$ cat config.mk
export PLATFORM = sky130hd
export DESIGN_NAME = srkr_cell
export DESIGN_NICKNAME = d
export VERILOG_FILES = /design/src/sorted_two_level_key_registry_defines.svh /design/src/srkr_pkg.sv /design/src/srkr_cell.sv
export SDC_FILE = /design/constraint.sdc
export NUM_CORES = 1
export LEC_CHECK = 0
export ABC_AREA = 0
export BUFFER_PORTS_ARGS = -buffer_cell sky130_fd_sc_hd__buf_2
export CORE_UTILIZATION = 47
export CTS_CLUSTER_DIAMETER = 120
export CTS_CLUSTER_SIZE = 40
export DETAILED_ROUTE_END_ITERATION = 8
export GPL_TIMING_DRIVEN = 0
export PLACE_DENSITY_LB_ADDON = 0.15
export SKIP_CTS_REPAIR_TIMING = 1
export SLEW_MARGIN = 5
export SYNTH_ARGS = -nofsm -noshare
export SYNTH_HDL_FRONTEND = slang
export SYNTH_SLANG_ARGS = --single-unit
$ cat constraint.sdc
create_clock -name aclk -period 6.4 [get_ports aclk]
set_input_delay 0.32 -clock aclk [delete_from_list [all_inputs] [get_ports aclk]]
set_output_delay 0.32 -clock aclk [all_outputs]
set_load 0.01 [all_outputs]
$ cat src/sorted_two_level_key_registry_defines.svh
// Assertion macros shared by the registry RTL.
`ifndef SORTED_TWO_LEVEL_KEY_REGISTRY_DEFINES_SVH
`define SORTED_TWO_LEVEL_KEY_REGISTRY_DEFINES_SVH
// Implication checked on every rising edge of aclk, held off during reset.
`define SRKR_ASSERT_IMP(label, ante, cons, msg) \
    label: assert property (@(posedge aclk) disable iff (!aresetn) (ante) |-> (cons)) \
        else $error(msg);
// Plain property checked on every rising edge of aclk, held off during reset.
`define SRKR_ASSERT(label, prop, msg) \
    label: assert property (@(posedge aclk) disable iff (!aresetn) (prop)) else $error(msg);
`endif

$ cat src/srkr_pkg.sv
// Package: operation and status codes and the cell compare record.
package srkr_pkg;
    localparam logic [1:0] OP_ADD_TYPE  = 2'd0;
    localparam logic [1:0] OP_ADD_INST  = 2'd1;
    localparam logic [1:0] OP_FIND_TYPE = 2'd2;
    localparam logic [1:0] OP_FIND_INST = 2'd3;

    localparam logic [2:0] ST_OK      = 3'd0;
    localparam logic [2:0] ST_PRESENT = 3'd1;
    localparam logic [2:0] ST_ZERO_ID = 3'd2;
    localparam logic [2:0] ST_NO_TYPE = 3'd3;
    localparam logic [2:0] ST_FULL    = 3'd4;

    localparam int SCHEMA_W = 32;
    localparam int STATUS_W = 3;
    localparam int POS_W    = 7;
    localparam int ORDER_W  = 6;
    localparam int TCNT_W   = 6;
    localparam int ICNT_W   = 7;

    typedef struct packed {
        logic less;   // entry sorts below the search key
        logic bound;  // first entry not below the key (lower bound slot)
        logic hit;    // lower bound slot holds the key itself
    } srkr_cmp_t;
endpackage

$ cat src/srkr_cell.sv
// One sorted slot: compares against the search key and shifts up on insert.
module srkr_cell import srkr_pkg::*; #(
    parameter int HI_W   = 32,
    parameter int LO_W   = 32,
    parameter int DATA_W = 32
) (
    input  logic              aclk,
    input  logic              valid,
    input  logic              insert,
    input  logic              prev_less,
    input  logic [HI_W-1:0]   prev_hi,
    input  logic [LO_W-1:0]   prev_lo,
    input  logic [DATA_W-1:0] prev_data,
    input  logic [HI_W-1:0]   key_hi,
    input  logic [LO_W-1:0]   key_lo,
    input  logic [DATA_W-1:0] new_data,
    output logic [HI_W-1:0]   hi,
    output logic [LO_W-1:0]   lo,
    output logic [DATA_W-1:0] data,
    output srkr_cmp_t         cmp
);
    logic [HI_W-1:0]   hi_reg;
    logic [LO_W-1:0]   lo_reg;
    logic [DATA_W-1:0] data_reg;
    logic              eq;

    assign eq = (hi_reg == key_hi) && (lo_reg == key_lo);

    always_comb begin
        cmp.less  = valid && ((hi_reg < key_hi) || ((hi_reg == key_hi) && (lo_reg < key_lo)));
        cmp.bound = prev_less && !cmp.less;
        cmp.hit   = cmp.bound && valid && eq;
    end

    always_ff @(posedge aclk) begin
        if (insert && cmp.bound) begin
            hi_reg   <= key_hi;
            lo_reg   <= key_lo;
            data_reg <= new_data;
        end else if (insert && !prev_less) begin
            hi_reg   <= prev_hi;
            lo_reg   <= prev_lo;
            data_reg <= prev_data;
        end
    end

    assign hi   = hi_reg;
    assign lo   = lo_reg;
    assign data = data_reg;
endmodule

==> results of run 1 <==
worst register-to-register path, delay by kind of cell (launching register included):
kind / cells / cell delay, ns
simple gates: 4 / 1.45
buf+inv: 2 / 0.47
mux: 1 / 0.33
fa+ha+maj: 1 / 0.35
flops: 1 / 0.39
compound gates: 2 / 0.31
synth_stat cells (3+ instances only):
| master | instances |
|---|---|
| a21oi_1 | 27 |
| buf_2 | 5 |
| buf_6 | 5 |
| edfxtp_1 | 96 |
| ha_1 | 64 |
| inv_1 | 66 |
| mux2_2 | 56 |
| mux2_4 | 40 |
| nand2_1 | 19 |
| nand3_1 | 6 |
| nand4_1 | 10 |
| nor2_1 | 8 |
| o211ai_1 | 4 |
| o21ai_0 | 8 |
| or4_1 | 3 |
cell type report:
class	count	area (um2)	area share, %
well taps	168	210.2	2.662
clock buffers	10	229.0	2.899
multi-input cells	270	2661	33.70
inverters	66	247.7	3.137
plain buffers	10	81.33	1.030
flip-flops and latches	96	2883	36.50
repair buffers	295	1499	18.98
clock inverters	5	81.33	1.030
diodes	2	5.005	0.06337
how the worst min path moves through the flow:
| stage | depth (start not counted) | start | slack [ns] | end |
|---|---|---|---|---|
| final | 2 | prev_hi[11] | 0.27 | hi[11] |
| after global routing | 2 | prev_data[15] | 0.26 | data[15] |
| after CTS | 2 | prev_data[18] | 0.26 | data[18] |
| after detailed placement | 2 | prev_data[18] | 0.62 | data[18] |
| after global placement | 2 | prev_data[10] | 0.62 | data[10] |
| after floorplan | 1 | key_hi[0] | 0.54 | hi[0] |
placed cells by master, fill, tap and decap left out, types with 3 or more instances in the layout:
master	Yosys	final
a21oi_1	27	27
buf_2	5	299
buf_6	5	5
clkbuf_16	0	9
edfxtp_1	96	96
ha_1	64	64
inv_1	66	66
mux2_2	56	56
mux2_4	40	40
nand2_1	19	19
nand3_1	6	6
nand4_1	10	10
nor2_1	8	8
o211ai_1	4	4
o21ai_0	8	8
or4_1	3	3
metrics by stage:
stage | util (%) | area [um2] | hold slack, ns | worst slack (ns)
floorplan | - | 5871 | 0.5375 | 1.789
global placement | 62.36 | 7552 | 0.6203 | 0.4562
detailed placement | 62.60 | 7582 | 0.6249 | 2.799
CTS | 65.17 | 7893 | 0.2620 | 2.845
global route | 65.19 | 7895 | 0.2630 | 2.663
finish | 65.21 | 7898 | 0.2750 | 2.862
kinds of logic (layout without fill, tap and decap cells):
logic type	Yosys count	count (layout)
mux	96	96
compound gates	48	48
flops	96	96
fa+ha+maj	64	64
simple gates	62	62
other cells	0	2
buf+inv	76	386
power groups by stage:
stage	combinational [mW]	sequential [mW]	clock, mW
global route	0.407	0.784	0.611
global placement	0.356	0.796	0
finish	0.367	0.779	0.574
detailed placement	0.369	0.792	0
floorplan	0.182	0.819	0
CTS	0.372	0.779	0.586
layer usage:
layer	up-vias	part of all wire [%]	track usage, %
met3	29	7.2	6.854
met4	0	2.7	10.00
met5	-	0	0
li1	2260	-	-
met1	2102	38	25.43
met2	177	52	43.54
==> flow_metrics.py, run 1 <==
metrics = {
    "status": {
        "outcome": "complete, no violations",
    },
    "synthesis": {
        "syn_inst": 442,
        "yosys_warnings": 0,
        "async_flop_share_pct": 0,
        "synth_top_flop_cell": "edfxtp_1",
        "synthTopCellsByArea": "edfxtp_1 (49%), ha_1 (14%), mux2_2 (11%)",
        "synthXorXnorAreaFrac_pct": 0,
        "synth.distinct_cells": 33,
        "muxShareOfSynthArea_pct": 20.97,
        "synth_top_family_by_area": "multiplexers",
        "synthesis.nets": 702,
        "postSynthAreaPerCell_um2": 13.28,
        "netlist.top_cell.by_area": "edfxtp_1",
        "synthAdderAreaFrac_pct": 13.64,
        "netlist_area_um2": 5871,
        "ys_ff_latch": 96,
        "synth_edf_count": 96,
        "synth_simple_gate_area_share_pct": 5.925,
        "synth-seq-area-share_pct": 49.10,
        "synth_compound_area_share_pct": 4.753,
        "yosys.area.top_type_share_pct": 49.10,
    },
    "timing": {
        "tns_ns": 0,
        "max_freq_mhz": 282.6,
        "finalCriticalPeriod_ns": 3.538,
        "fin_worst_skew_ns": 0.01135,
        "final_max_slew_viol_count": 0,
        "max_slew_margin_pct": 53.30,
        "hold_violations": 0,
        "rsz0062_at_grt": "false",
        "period_share_pct": 55.28,
        "worst_pin_slew_ns": 0.7005,
        "setup_viol": 0,
    },
    "clocking": {
        "root_buffer": "clkbuf_16",
        "cts-htree-levels": 3,
        "cts_inserted_buffers": 9,
        "cts_tree": "built",
        "cts_buffer_depth": 2,
        "clkSinkCount": 96,
        "clk_pin_slew_ns": 0.07,
        "insertion_delay_ns": 0.34,
    },
    "power": {
        "swShare_pct": 25.18,
        "combPwrFrac_pct": 21.3,
        "power_mw": 1.720,
        "internal_power_mw": 1.287,
        "p_per_area_nw_per_um2": 217.8,
        "leakage_nw": 3.843,
        "ir_worst_vdd_mv": 0.1472,
        "p_sw_uw": 433.1,
        "p_seq_share_pct": 45.3,
        "power_frac_clock_pct": 33.4,
    },
    "global_route": {
        "antenna_found_initial": 2,
        "grt_pass1_vias": 4830,
        "grt_pass1_wl_um": 23120,
        "grtUsageTotal_pct": 23.75,
        "overflow": 0,
        "grt_max_degree": 50,
    },
    "worst_setup_path": {
        "r2r_end": "lo[27]",
        "start_kind": "flop",
        "crit_path_start": "hi[14]",
        "crit_arrival_ns": 3.63,
        "crit_path_max_incr_delay_ns": 0.62,
        "crit_required_ns": 6.49,
        "critical_path_depth": 10,
        "cp_max_fo": 10,
        "crit_path_end_kind": "flop",
        "crit_type": "flop to flop",
        "ff2ff_setup_slack_ns": 2.86,
        "endpoint": "lo[27]",
        "r2r_start": "hi[14]",
        "path_buf_inv": 2,
        "crit_chain": "ha_1 -> nand4_1 -> or4_1 -> a21oi_1 -> or4_1 -> a211oi_1 -> nor3_2 -> buf_6 -> buf_6 -> mux2_4",
        "rr_worst_depth": 10,
        "crit_slowest_cell": "or4_1",
        "worst_path_dominant_cell_family": "simple AND/OR/NAND/NOR gates",
    },
    "routing": {
        "drtAntennaViolNets": 0,
        "routedWlPerCell_um": 16.26,
        "routed_wl_um": 14990,
        "drtPass1Iterations": 4,
        "vias_per_cell": 4.954,
        "drt_iter0_drc": 134,
        "drc_errors": 0,
        "vias": 4568,
    },
    "place": {
        "portBuffers": 294,
        "place_congestion": 0.7937,
        "placed_cells": 905,
        "dp_hpwl_um": 12190,
    },
    "final_layout": {
        "synthToLayoutAreaGrowth_pct": 34.53,
        "fill_cells": 994,
        "nNetsFinal": 1008,
        "final_cells": 922,
        "drive_above_1_share_pct": 55.59,
    },
    "floorplanning": {
        "design.core.area_um2": 12110,
        "die_h_um": 113.8,
        "ios": 295,
        "die_area_um2": 12940,
        "rows": 40,
        "start_util_pct": 48.47,
        "die_x_um": 113.8,
    },
    "flow_run": {
        "maxCapViolations": 0,
    },
    "worst_hold_path": {
        "hp-class": "input port to flop",
    },
}
(Power assumes the default switching activity.)
==> inputs of run 2 (changes only) <==
--- a/config.mk
+++ b/config.mk
@@ -5,9 +5,9 @@
 export SDC_FILE = /design/constraint.sdc
 export NUM_CORES = 1
 export LEC_CHECK = 0
-export ABC_AREA = 0
+export ABC_AREA = 1
 export BUFFER_PORTS_ARGS = -buffer_cell sky130_fd_sc_hd__buf_2
-export CORE_UTILIZATION = 47
+export CORE_UTILIZATION = 43
 export CTS_CLUSTER_DIAMETER = 120
 export CTS_CLUSTER_SIZE = 40
 export DETAILED_ROUTE_END_ITERATION = 8
==> constraint.sdc (replaced) <==
create_clock -name aclk -period 3.2 [get_ports aclk]
set_input_delay 0.16 -clock aclk [delete_from_list [all_inputs] [get_ports aclk]]
set_output_delay 0.16 -clock aclk [all_outputs]
set_load 0.01 [all_outputs]
==> run 2 against run 1 <==
  * Worst setup slack lost 2.6 ns
  * Final cell count grew 31%
  * Synthesized cell count grew 62%
  * Critical endpoint is now lo[25]
  * Largest cell class unchanged
  * Largest power group unchanged
==> flow_metrics.py, run 2 <==
metrics = {
    "status": {
        "outcome": "complete, no violations",
    },
    "floorplanning": {
        "design.core.area_um2": 13930,
        "start_util_pct": 44.27,
        "die_h_um": 121.8,
        "ios": 295,
        "die_x_um": 121.8,
        "die_area_um2": 14830,
        "rows": 43,
    },
    "synthesis": {
        "syn_inst": 714,
        "synth.most_common_cell": "nand2_1",
        "synth_edf_count": 96,
        "synthTopCellsByArea": "edfxtp_1 (47%), nand2_1 (16%), ha_1 (13%)",
        "netlist_area_um2": 6168,
        "synth-seq-area-share_pct": 46.73,
        "postSynthAreaPerCell_um2": 8.639,
        "synth.distinct_cells": 21,
        "yosys_warnings": 0,
        "async_flop_share_pct": 0,
        "ys_ff_latch": 96,
        "synthTopCellsByCount": "nand2_1 (257), nand4_1 (103), edfxtp_1 (96)",
        "netlist.top_cell.by_area": "edfxtp_1",
        "synthesis.nets": 974,
        "yosys.area.top_type_share_pct": 46.73,
        "synth_top_flop_cell": "edfxtp_1",
    },
    "routing": {
        "drtAntennaViolNets": 0,
        "drtPass1Iterations": 4,
        "routed_wl_um": 18630,
        "routedWlPerCell_um": 15.40,
        "vias": 6066,
        "drt_iter0_drc": 348,
        "drc_errors": 0,
        "vias_per_cell": 5.013,
    },
    "final_layout": {
        "nNetsFinal": 1283,
        "final_common_cell": "buf_2",
        "drive_above_1_share_pct": 32.49,
        "layout_common_cells": "buf_2 (299), nand2_1 (254), nand4_1 (103), edfxtp_1 (96), inv_1 (79)",
        "fin_util_pct": 59.28,
        "synthToLayoutAreaGrowth_pct": 33.91,
        "fin_area_um2": 8260,
        "final_cells": 1210,
    },
    "worst_setup_path": {
        "crit_type": "flop to flop",
        "crit_required_ns": 3.29,
        "rr_worst_depth": 17,
        "crit_path_end_kind": "flop",
        "r2r_end": "lo[25]",
        "crit_arrival_ns": 2.99,
        "cp_max_fo": 38,
        "r2r_start": "hi[28]",
        "ff2ff_setup_slack_ns": 0.30,
        "start_kind": "flop",
    },
    "power": {
        "leakage_nw": 4.380,
        "swShare_pct": 29.84,
        "internal_power_mw": 2.477,
        "p_per_area_nw_per_um2": 427.3,
        "p_seq_share_pct": 44.6,
        "p_sw_mw": 1.053,
        "power_frac_clock_pct": 31.4,
        "ir_worst_vdd_mv": 0.2209,
        "power_mw": 3.530,
        "combPwrFrac_pct": 24.0,
    },
    "flow_run": {
        "maxCapViolations": 0,
    },
    "timing": {
        "whs_ns": 0.06616,
        "fin_ws_ns": 0.3039,
        "period_share_pct": 90.50,
        "worst_pin_slew_ns": 0.7330,
        "fin_worst_skew_ns": 0.01287,
        "max_slew_margin_pct": 51.13,
        "setup_viol": 0,
        "tns_ns": 0,
        "rsz0062_at_grt": "false",
        "hold_violations": 0,
        "max_freq_mhz": 345.3,
        "finalCriticalPeriod_ns": 2.896,
        "final_max_slew_viol_count": 0,
    },
    "clocking": {
        "insertion_delay_ns": 0.35,
        "cts_inserted_buffers": 9,
        "clkSinkCount": 96,
        "clk_pin_slew_ns": 0.07,
        "cts_buffer_depth": 2,
        "cts_tree": "built",
        "root_buffer": "clkbuf_16",
        "cts-htree-levels": 3,
    },
    "place": {
        "preCtsSetupSlack_ns": -0.2963,
        "portBuffers": 292,
        "place_congestion": 0.8073,
        "dpl-instance-area_um2": 7913,
        "dp_hpwl_um": 14490,
        "placed_cells": 1188,
    },
    "global_route": {
        "overflow": 0,
        "grt_max_degree": 39,
        "grtUsageTotal_pct": 25.46,
        "antenna_found_initial": 2,
        "grt_pass1_vias": 5751,
        "grt_pass1_wl_um": 28680,
    },
    "worst_hold_path": {
        "hp-class": "input port to flop",
        "whs_endpoint": "data[31]",
        "worstHoldStart": "prev_data[31]",
        "hold_depth": 3,
    },
}
[run 2: worst max path at each step]
stage,startpoint,endpoint,slack (ns),cells past startpoint
finish,hi[28],lo[25],0.30,17
global route,hi[28],lo[26],0.03,17
CTS,hi[28],lo[25],-0.33,17
detailed placement,hi[28],lo[26],-0.30,17
global placement,hi[28],lo[27],-1.63,16
floorplan,hi[31],data[0],-0.45,16
[run 2: cell type report]
cell class / count / area [um2]
fill: 1345 / 5674
sequential: 96 / 2883
multi-input combinational: 495 / 2784
timing repair buffer: 297 / 1536
inverter: 81 / 310.3
clock buffer: 9 / 225.2
tap: 180 / 225.2
buffer: 42 / 211.5
clock inverter: 7 / 72.57
timing repair inverter: 1 / 7.507
antenna: 2 / 5.005
[run 2: logic make-up after synthesis]
kind of cell               after synthesis  synth area share, %
adders and majority gates               64                12.98
AOI/OAI and AO/OA                       40                3.448
and+or+nand+nor                        391                28.54
buffers and inverters                  123                8.296
DFF                                     96                46.73
[run 2: power by group through the flow]
stage	clock, mW	sequential (mW)	combinational, mW
after floorplan	0	1.65	0.416
after global placement	0	1.61	0.826
after detailed placement	0	1.60	0.844
after CTS	1.13	1.57	0.849
after global routing	1.17	1.58	0.966
final	1.11	1.57	0.849
[run 2: routing by layer]
layer	track usage, %	wire length, um
met5	0	0
met4	8.102	337
met3	5.899	1364
met2	43.64	9222
met1	31.47	7709
[run 2: critical path: stages (launching register included)]
cell and delay [ns]:
edfxtp_1 0.43, ha_1 0.30, nand2_1 0.05, nor2_1 0.12
and2_1 0.17, nand2_1 0.12, nor2_2 0.15, nand2_1 0.07
nor2_1 0.08, nand2_1 0.06, nand2_2 0.07, nand2_4 0.12
buf_6 0.18, inv_4 0.07, nand2_2 0.04, nand2_2 0.14
clkinvlp_4 0.19, buf_12 0.22
